==> src/design/pps_pkg.sv <==
// Package for the preemptive priority scheduler.
// Holds sizes, the job record type and the sequencer states.
// No dependencies.
`timescale 1ns / 1ps

package pps_pkg;

    localparam int MAX_JOBS  = 16;
    localparam int IDX_W     = (MAX_JOBS > 1) ? $clog2(MAX_JOBS) : 1;
    localparam int CNT_W     = $clog2(MAX_JOBS + 1);
    localparam int TIME_BITS = 16;
    localparam int PRI_W     = 8;
    localparam int JOB_ID_W  = 4;
    localparam int IDLE_W    = 16;
    localparam int ACC_W     = 32;
    localparam int IN_W      = 40;
    localparam int OUT_W     = 168;

    localparam logic [TIME_BITS-1:0] TIME_MAX = {TIME_BITS{1'b1}};
    localparam logic [IDLE_W-1:0]    IDLE_MAX = {IDLE_W{1'b1}};

    typedef enum logic [0:0] {
        OP_LOAD = 1'b0,
        OP_TICK = 1'b1
    } t_op;

    typedef struct packed {
        logic [TIME_BITS-1:0] arrival;
        logic [TIME_BITS-1:0] burst;
        logic [TIME_BITS-1:0] remaining;
        logic [PRI_W-1:0]     priority_num;
        logic [TIME_BITS-1:0] start;
    } t_job;

    localparam int JOB_W = $bits(t_job);

    typedef enum logic [2:0] {
        S_IDLE,
        S_SCAN,
        S_FETCH,
        S_UPD,
        S_FIN1,
        S_FIN2,
        S_FIN3,
        S_OUT
    } t_state;

endpackage

==> src/design/pps_ram.sv <==
// Generic single-write, single-read RAM with registered read data.
// Used for the job table of the scheduler. No dependencies.
`timescale 1ns / 1ps

module pps_ram #(
    parameter int WIDTH = 8,
    parameter int DEPTH = 16
) (
    input  logic                                    i_clk,
    input  logic                                    i_we,
    input  logic [((DEPTH > 1) ? $clog2(DEPTH) : 1)-1:0] i_waddr,
    input  logic [WIDTH-1:0]                        i_wdata,
    input  logic [((DEPTH > 1) ? $clog2(DEPTH) : 1)-1:0] i_raddr,
    output logic [WIDTH-1:0]                        o_rdata
);

    logic [WIDTH-1:0] r_mem [DEPTH];
    logic [WIDTH-1:0] r_rdata;

    always_ff @(posedge i_clk) begin
        if (i_we) begin
            r_mem[i_waddr] <= i_wdata;
        end
        r_rdata <= r_mem[i_raddr];
    end

    assign o_rdata = r_rdata;

endmodule

==> src/design/preemptive_priority_scheduler.sv <==
// Preemptive priority scheduler top level: job table RAM, scan sequencer,
// compare unit and output register. Depends on pps_pkg and pps_ram.
//
//   channel   dir  fields
//   s_axis    in   tuser: opcode; tdata: arrival, burst, priority
//   m_axis    out  tdata: per-tick result and running totals
//
// A load is written straight into the job table. A tick scans the N loaded
// entries through the RAM read port, one entry a cycle, unless all jobs are
// done. A run passes S_FETCH and S_UPD, a finish also S_FIN1 to S_FIN3.
// Synchronous active-low reset clears counters, done flags and handshakes.
// A result waits in the output register while loads are still taken.
`timescale 1ns / 1ps

module preemptive_priority_scheduler (
    input  logic                       i_clk,
    input  logic                       i_rst_n,
    input  logic                       i_s_axis_tvalid,
    output logic                       o_s_axis_tready,
    // [15:0] arrival_time, [31:16] burst_length, [39:32] job_priority
    input  logic [pps_pkg::IN_W-1:0]   i_s_axis_tdata,
    // [0] opcode
    input  logic                       i_s_axis_tuser,
    output logic                       o_m_axis_tvalid,
    input  logic                       i_m_axis_tready,
    // [0] ran, [4:1] job_id, [20:5] time_after, [21] finished,
    // [37:22] completion_time, [53:38] turnaround, [69:54] waiting,
    // [85:70] response, [86] all_done, [102:87] idle_total,
    // [134:103] turnaround_sum, [166:135] waiting_sum, [167] zero
    output logic [pps_pkg::OUT_W-1:0]  o_m_axis_tdata
);

    import pps_pkg::*;

    function automatic logic [TIME_BITS-1:0] sub_floor(input logic [TIME_BITS-1:0] a,
                                                       input logic [TIME_BITS-1:0] b);
        return (a >= b) ? a - b : '0;
    endfunction

    function automatic logic [ACC_W-1:0] sat_add(input logic [ACC_W-1:0] a,
                                                 input logic [TIME_BITS-1:0] b);
        logic [ACC_W:0] s;
        s = {1'b0, a} + (ACC_W + 1)'(b);
        return s[ACC_W] ? {ACC_W{1'b1}} : s[ACC_W-1:0];
    endfunction

    t_state r_state, n_state;

    logic [CNT_W-1:0]     r_job_count, r_done_count, r_idx;
    logic [MAX_JOBS-1:0]  r_done;
    logic [TIME_BITS-1:0] r_now;
    logic [IDLE_W-1:0]    r_idle;
    logic [ACC_W-1:0]     r_tacc, r_wacc;
    logic                 r_pend, r_best_v, r_ran, r_fin, r_ovalid;
    logic [IDX_W-1:0]     r_pidx, r_best_idx;
    logic [PRI_W-1:0]     r_best_pr;
    logic [TIME_BITS-1:0] r_best_arr;
    logic [TIME_BITS-1:0] r_arr, r_burst, r_start, r_tat, r_wait, r_resp;
    logic [OUT_W-1:0]     r_odata;

    logic                 s_accept, is_load, is_tick, ram_we, load_we, out_load;
    logic                 scan_end, eligible, better;
    logic [IDX_W-1:0]     ram_waddr, ram_raddr;
    t_job                 ram_wdata, ram_rdata, load_job, upd_job;
    logic [TIME_BITS-1:0] in_arr, in_burst, now_inc;
    logic [PRI_W-1:0]     in_pr;
    logic [JOB_ID_W-1:0]  out_jid;

    assign in_arr   = i_s_axis_tdata[15:0];
    assign in_burst = i_s_axis_tdata[31:16];
    assign in_pr    = i_s_axis_tdata[39:32];

    assign o_s_axis_tready = (r_state == S_IDLE);
    assign s_accept = i_s_axis_tvalid && o_s_axis_tready;
    assign is_load  = s_accept && (t_op'(i_s_axis_tuser) == OP_LOAD);
    assign is_tick  = s_accept && (t_op'(i_s_axis_tuser) == OP_TICK);
    assign load_we  = is_load && (r_job_count < CNT_W'(MAX_JOBS));

    assign now_inc  = (r_now == TIME_MAX) ? r_now : r_now + 1'b1;
    assign scan_end = (r_idx == r_job_count) && !r_pend;
    assign out_load = (r_state == S_OUT) && (!r_ovalid || i_m_axis_tready);

    assign eligible = !r_done[r_pidx] && (ram_rdata.arrival <= r_now);
    assign better   = !r_best_v || (ram_rdata.priority_num < r_best_pr) ||
                      ((ram_rdata.priority_num == r_best_pr) &&
                       (ram_rdata.arrival < r_best_arr));

    always_comb begin
        load_job.arrival      = in_arr;
        load_job.burst        = (in_burst == '0) ? TIME_BITS'(1) : in_burst;
        load_job.remaining    = load_job.burst;
        load_job.priority_num = in_pr;
        load_job.start        = '0;

        upd_job           = ram_rdata;
        upd_job.remaining = ram_rdata.remaining - 1'b1;
        if (ram_rdata.remaining == ram_rdata.burst) begin
            upd_job.start = r_now;
        end
    end

    assign ram_we    = load_we || (r_state == S_UPD);
    assign ram_waddr = (r_state == S_UPD) ? r_best_idx : r_job_count[IDX_W-1:0];
    assign ram_wdata = (r_state == S_UPD) ? upd_job : load_job;
    assign ram_raddr = (r_state == S_SCAN) ? r_idx[IDX_W-1:0] : r_best_idx;

    pps_ram #(
        .WIDTH (JOB_W),
        .DEPTH (MAX_JOBS)
    ) u_ram (
        .i_clk   (i_clk),
        .i_we    (ram_we),
        .i_waddr (ram_waddr),
        .i_wdata (ram_wdata),
        .i_raddr (ram_raddr),
        .o_rdata (ram_rdata)
    );

    always_ff @(posedge i_clk) begin
        if (!i_rst_n) begin
            r_state <= S_IDLE;
        end else begin
            r_state <= n_state;
        end
    end

    always_comb begin
        n_state = r_state;
        unique case (r_state)
            S_IDLE: begin
                if (is_tick) begin
                    n_state = (r_done_count >= r_job_count) ? S_OUT : S_SCAN;
                end
            end
            S_SCAN: begin
                if (scan_end) begin
                    n_state = r_best_v ? S_FETCH : S_OUT;
                end
            end
            S_FETCH: n_state = S_UPD;
            S_UPD:   n_state = (ram_rdata.remaining == TIME_BITS'(1)) ? S_FIN1 : S_OUT;
            S_FIN1:  n_state = S_FIN2;
            S_FIN2:  n_state = S_FIN3;
            S_FIN3:  n_state = S_OUT;
            S_OUT: begin
                if (out_load) begin
                    n_state = S_IDLE;
                end
            end
            default: n_state = S_IDLE;
        endcase
    end

    always_ff @(posedge i_clk) begin
        if (!i_rst_n) begin
            r_job_count  <= '0;
            r_done_count <= '0;
            r_done       <= '0;
            r_now        <= '0;
            r_idle       <= '0;
            r_tacc       <= '0;
            r_wacc       <= '0;
            r_idx        <= '0;
            r_pend       <= 1'b0;
            r_best_v     <= 1'b0;
            r_ran        <= 1'b0;
            r_fin        <= 1'b0;
            r_ovalid     <= 1'b0;
        end else begin
            if (load_we) begin
                r_done[r_job_count[IDX_W-1:0]] <= 1'b0;
                r_job_count <= r_job_count + 1'b1;
            end
            if (is_tick) begin
                r_idx    <= '0;
                r_pend   <= 1'b0;
                r_best_v <= 1'b0;
                r_ran    <= 1'b0;
                r_fin    <= 1'b0;
            end
            if (r_state == S_SCAN) begin
                if (r_idx != r_job_count) begin
                    r_idx  <= r_idx + 1'b1;
                    r_pidx <= r_idx[IDX_W-1:0];
                    r_pend <= 1'b1;
                end else begin
                    r_pend <= 1'b0;
                end
                if (r_pend && eligible && better) begin
                    r_best_v   <= 1'b1;
                    r_best_idx <= r_pidx;
                    r_best_pr  <= ram_rdata.priority_num;
                    r_best_arr <= ram_rdata.arrival;
                end
                if (scan_end && !r_best_v) begin
                    r_now <= now_inc;
                    if (r_idle != IDLE_MAX) begin
                        r_idle <= r_idle + 1'b1;
                    end
                end
            end
            if (r_state == S_UPD) begin
                r_ran   <= 1'b1;
                r_now   <= now_inc;
                r_fin   <= (ram_rdata.remaining == TIME_BITS'(1));
                r_arr   <= ram_rdata.arrival;
                r_burst <= ram_rdata.burst;
                r_start <= upd_job.start;
            end
            if (r_state == S_FIN1) begin
                r_tat  <= sub_floor(r_now, r_arr);
                r_resp <= sub_floor(r_start, r_arr);
                r_done[r_best_idx] <= 1'b1;
                r_done_count <= r_done_count + 1'b1;
            end
            if (r_state == S_FIN2) begin
                r_wait <= sub_floor(r_tat, r_burst);
                r_tacc <= sat_add(r_tacc, r_tat);
            end
            if (r_state == S_FIN3) begin
                r_wacc <= sat_add(r_wacc, r_wait);
            end
            if (out_load) begin
                r_ovalid <= 1'b1;
            end else if (i_m_axis_tready) begin
                r_ovalid <= 1'b0;
            end
        end
    end

    assign out_jid = r_ran ? JOB_ID_W'(r_best_idx) : '0;

    always_ff @(posedge i_clk) begin
        if (out_load) begin
            r_odata <= {1'b0,
                        r_wacc,
                        r_tacc,
                        r_idle,
                        (r_done_count >= r_job_count),
                        r_fin ? r_resp : '0,
                        r_fin ? r_wait : '0,
                        r_fin ? r_tat : '0,
                        r_fin ? r_now : '0,
                        r_fin,
                        r_now,
                        out_jid,
                        r_ran};
        end
    end

    assign o_m_axis_tvalid = r_ovalid;
    assign o_m_axis_tdata  = r_odata;

    a_done_bound: assert property (@(posedge i_clk) disable iff (!i_rst_n)
        r_done_count <= r_job_count)
        else $error("done count above job count");

    a_ram_we_state: assert property (@(posedge i_clk) disable iff (!i_rst_n)
        ram_we |-> (r_state == S_IDLE || r_state == S_UPD))
        else $error("job table written outside load or update");

    a_fin_ran: assert property (@(posedge i_clk) disable iff (!i_rst_n)
        o_m_axis_tvalid && o_m_axis_tdata[21] |-> o_m_axis_tdata[0])
        else $error("finished without a run");

    a_tick_busy: assert property (@(posedge i_clk) disable iff (!i_rst_n)
        is_tick |=> !o_s_axis_tready)
        else $error("ready right after a tick transfer");

    a_fin_done: assert property (@(posedge i_clk) disable iff (!i_rst_n)
        (r_state == S_FIN1) |=> r_done[$past(r_best_idx)])
        else $error("finished job not marked done");

endmodule

==> config.mk <==
export PLATFORM = sky130hd
export DESIGN_NAME = preemptive_priority_scheduler
export DESIGN_NICKNAME = d
export VERILOG_FILES = /design/src/design/pps_pkg.sv /design/src/design/pps_ram.sv /design/src/design/preemptive_priority_scheduler.sv
export SDC_FILE = /design/constraint.sdc
export NUM_CORES = 2
export LEC_CHECK = 0
export BUFFER_PORTS_ARGS = -buffer_cell sky130_fd_sc_hd__buf_2
export CELL_PAD_IN_SITES_DETAIL_PLACEMENT = 0
export CELL_PAD_IN_SITES_GLOBAL_PLACEMENT = 1
export CORE_MARGIN = 2
export CORE_UTILIZATION = 45
export CTS_CLUSTER_SIZE = 20
export DETAILED_ROUTE_END_ITERATION = 10
export PLACE_DENSITY_LB_ADDON = 0.1
export SLEW_MARGIN = 0
export SYNTH_ARGS = -nofsm -noshare
export SYNTH_HDL_FRONTEND = slang
export SYNTH_SLANG_ARGS = --single-unit
==> constraint.sdc <==
create_clock -name i_clk -period 12.75 [get_ports i_clk]
set_clock_uncertainty 0.2 [all_clocks]
set_input_delay 3.1875 -clock i_clk [delete_from_list [all_inputs] [get_ports i_clk]]
set_output_delay 3.1875 -clock i_clk [all_outputs]
set_load 0.01 [all_outputs]
==> flow_summary.toml <==
[synthesis]
yosysTopAreaCell = "edfxtp_1"
synth_compound_area_share_pct = 5.57
synth_edf_count = 1447
yosysTopAreaCellShare_pct = 64.7
ys_types = 78
synth_ff_type = "edfxtp_1"
syn_nets = 4268
synth_area_mm2 = 0.0672
synth_top_family_by_area = "multiplexers"
ys_async_sr_fraction_pct = 0
ys_warn_count = 0
avgSynthCellArea_um2 = 16.4
yosys-top-cells-area = "edfxtp_1 (65%), mux4_2 (9.8%), dfxtp_1 (6.2%)"
synthSimpleGateAreaFrac_pct = 7.31
synth_xor_area_share_pct = 1.62
synthMuxAreaShare_pct = 10.1
synthAdderAreaFrac_pct = 2.65
synth_seq_cells = 1654
synthCells = 4084
synth-seq-area-share_pct = 70.9

[cts]
cts_num_sinks = 1654
insertion_delay_ns = 0.80
cts-buffers-inserted = 171
cts_tree = "yes"
clk_pin_slew_ns = 0.06
htreeDepth = 4
cts_buffer_depth = 3
post_cts_resize_count = 0
cts_hold_buf = 0
postCtsSetupBuffers = 0
clockRootBuffer = "clkbuf_16"

[placed_design]
gp_congestion = 0.820
place_area_mm2 = 0.0706
placed_cells = 6135
dp_slack_ns = 5.92
io_buffer_count = 213
dp_hpwl_mm = 105

[floorplan]
die_x_um = 390
ios = 215
core_mm2 = 0.148
die_area_mm2 = 0.152
start_util_pct = 45.4
core.rowCount = 141
fp.dieH_um = 390

[power_and_ir_drop]
power_leakage_nw = 26.0
intPower_w = 0.0102
p_sw_share_pct = 28.2
p_comb_share_pct = 17.6
netSwitchingPower_w = 0.00401
p_seq_share_pct = 48.1
power_density_mw_per_mm2 = 187
vdd_drop_max_uv = 107
p_clk_share_pct = 34.2

[job]
drv_cap = 1

[drt]
dr.pass1.iters = 6
viasPerCell = 5.68
num_vias = 36700
routedWlPerCell_um = 25.8
wl_mm = 167
antenna_left = 0
drc = 0
drtIter0Drc = 3149

[setup_path]
critPathMaxFanout = 43
arrival_ns = 6.15
path_delay_family = "buffers and inverters"
crit_path_end_kind = "register"
r2r_cells = 9
r2r_setup_slack_ns = 7.43
cp-start-kind = "input pin"
cpMaxStageDelayCell = "clkinv_2"
path_buf_inv = 4
critPathMostFrequentCell = "buf_4"
crit_cells = 5
r2r_end = "u_ram.o_rdata[19]"
timing.critical_path.to = "r_arr[7]"
cp-startpoint = "i_rst_n"
path_cells = "buf_2, clkinv_2, buf_4, nor2_4, buf_4"
path_class = "input pin to register"
slowest_delay_ns = 0.83
crit_required_ns = 12.98
rr_startpoint = "r_state[0]"

[timing]
rsz0062_at_grt = "no"
tightestPinTransition_ns = 1.47
post-route-min-period_ns = 5.92
timing.slew.headroom_pct = 1.46
setup_ws_ns = 6.83
setup_viol = 0
min_period_over_period_pct = 46.5
slew_violations = 0
setup_tns_ns = 0
timing.fmax_mhz = 169
hold_violations = 0

[outcome]
outcome = "finished with violations"
violations = "capacitance limit"

[hold_path]
hold_class = "register to register"
holdPathStages = 0

[final_layout]
fin_nets = 4562
final_cell_mix = "edfxtp_1 (1447), nand2_1 (366), mux4_2 (293)"
area_growth_pct = 13.4
stdcell_count = 6457
fin_util_pct = 51.4
num-fill-cells = 12200
multi_input_comb_area_mm2 = 0.0185
final-seq-area_mm2 = 0.0476
drive_gt1_share_pct = 19.5
final_common_cell = "edfxtp_1"
finalInstanceArea_mm2 = 0.0761

[global_route]
grt_pass1_vias = 36400
grt_overflow = 0
antenna_found_initial = 12
track_usage_pct = 21.9
grt_max_degree = 109
grt_pass1_wl_mm = 245
[state kept, by name, indices dropped and copies added (netlist names), 32 cells and up]
signal / flops
o_m_axis_tdata: 167
r_wacc: 32
u_ram.r_mem: 1152
u_ram.o_rdata: 72
r_tacc: 32
[routing by layer]
layer	vias up	wire, µm	GRT usage [%]
met5	-	27	0
met4	4	4260	6.26
met3	225	10500	3.94
met2	1072	77000	34.0
met1	18800	74800	31.7
li1	16600	-	-
[through the flow]
stage,power [W],hold WS (ns)
after floorplan,0.00847,0.208
after global placement,0.00947,0.210
after detailed placement,0.00949,0.220
after CTS,0.0144,0.234
after global routing,0.0148,0.253
final,0.0142,0.241
[power groups by stage]
| stage | logic (W) | registers, W | clock network, W |
|---|---|---|---|
| 2_1_floorplan | 0.00168 | 0.00679 | 0 |
| 3_3_place_gp | 0.00251 | 0.00695 | 0 |
| 3_5_place_dp | 0.00253 | 0.00695 | 0 |
| 4_1_cts | 0.00254 | 0.00684 | 0.00498 |
| 5_1_grt | 0.00275 | 0.00687 | 0.00519 |
| 6_report | 0.00251 | 0.00684 | 0.00487 |
[cells by family (layout without fill, tap and decap cells)]
group           after synthesis  count (layout)
flops                      1654            1654
buf+inv                     282             724
simple gates               1005            1005
mux                         308             308
compound gates              571             571
other cells                   1               2
fa+ha+maj                   139             139
xor+xnor                    124             124
[synth_stat cells (21+ instances only)]
cell      count
xnor2_1      65
mux4_2      293
buf_2        31
ha_1        134
nor2b_1      21
a21oi_1      87
clkbuf_1    109
a21o_1       33
nor3_1       63
edfxtp_1   1447
buf_4        30
nor4_1       27
o21a_1       23
and3_1       29
o21ai_0     123
and2_1      179
nand3_1      52
a211oi_1     91
nor2_1      165
nand4_1      31
nand2_1     367
a31oi_1     114
xor2_1       59
inv_1       103
dfxtp_1     207
[worst min-delay path by stage]
stage,start,end,slack (ns)
after floorplan,r_wacc[25],o_m_axis_tdata[160],0.21
after global placement,u_ram.o_rdata[16],r_best_pr[0],0.21
after detailed placement,u_ram.o_rdata[16],r_best_pr[0],0.22
after CTS,u_ram.o_rdata[16],r_best_pr[0],0.23
after global routing,u_ram.o_rdata[16],r_best_pr[0],0.25
final,r_wacc[25],o_m_axis_tdata[160],0.24
[layout make-up]
| type | count | area share, % |
|---|---|---|
| flip-flops and latches | 1654 | 62.5 |
| multi-input cells | 2148 | 24.3 |
| repair buffers | 299 | 2.31 |
| clock buffers | 226 | 6.15 |
| well taps | 1930 | 3.17 |
| diodes | 1 | 0.00329 |
| inverters | 104 | 0.514 |
| clock inverters | 95 | 1.07 |
Power figures use the tool's default switching activity.
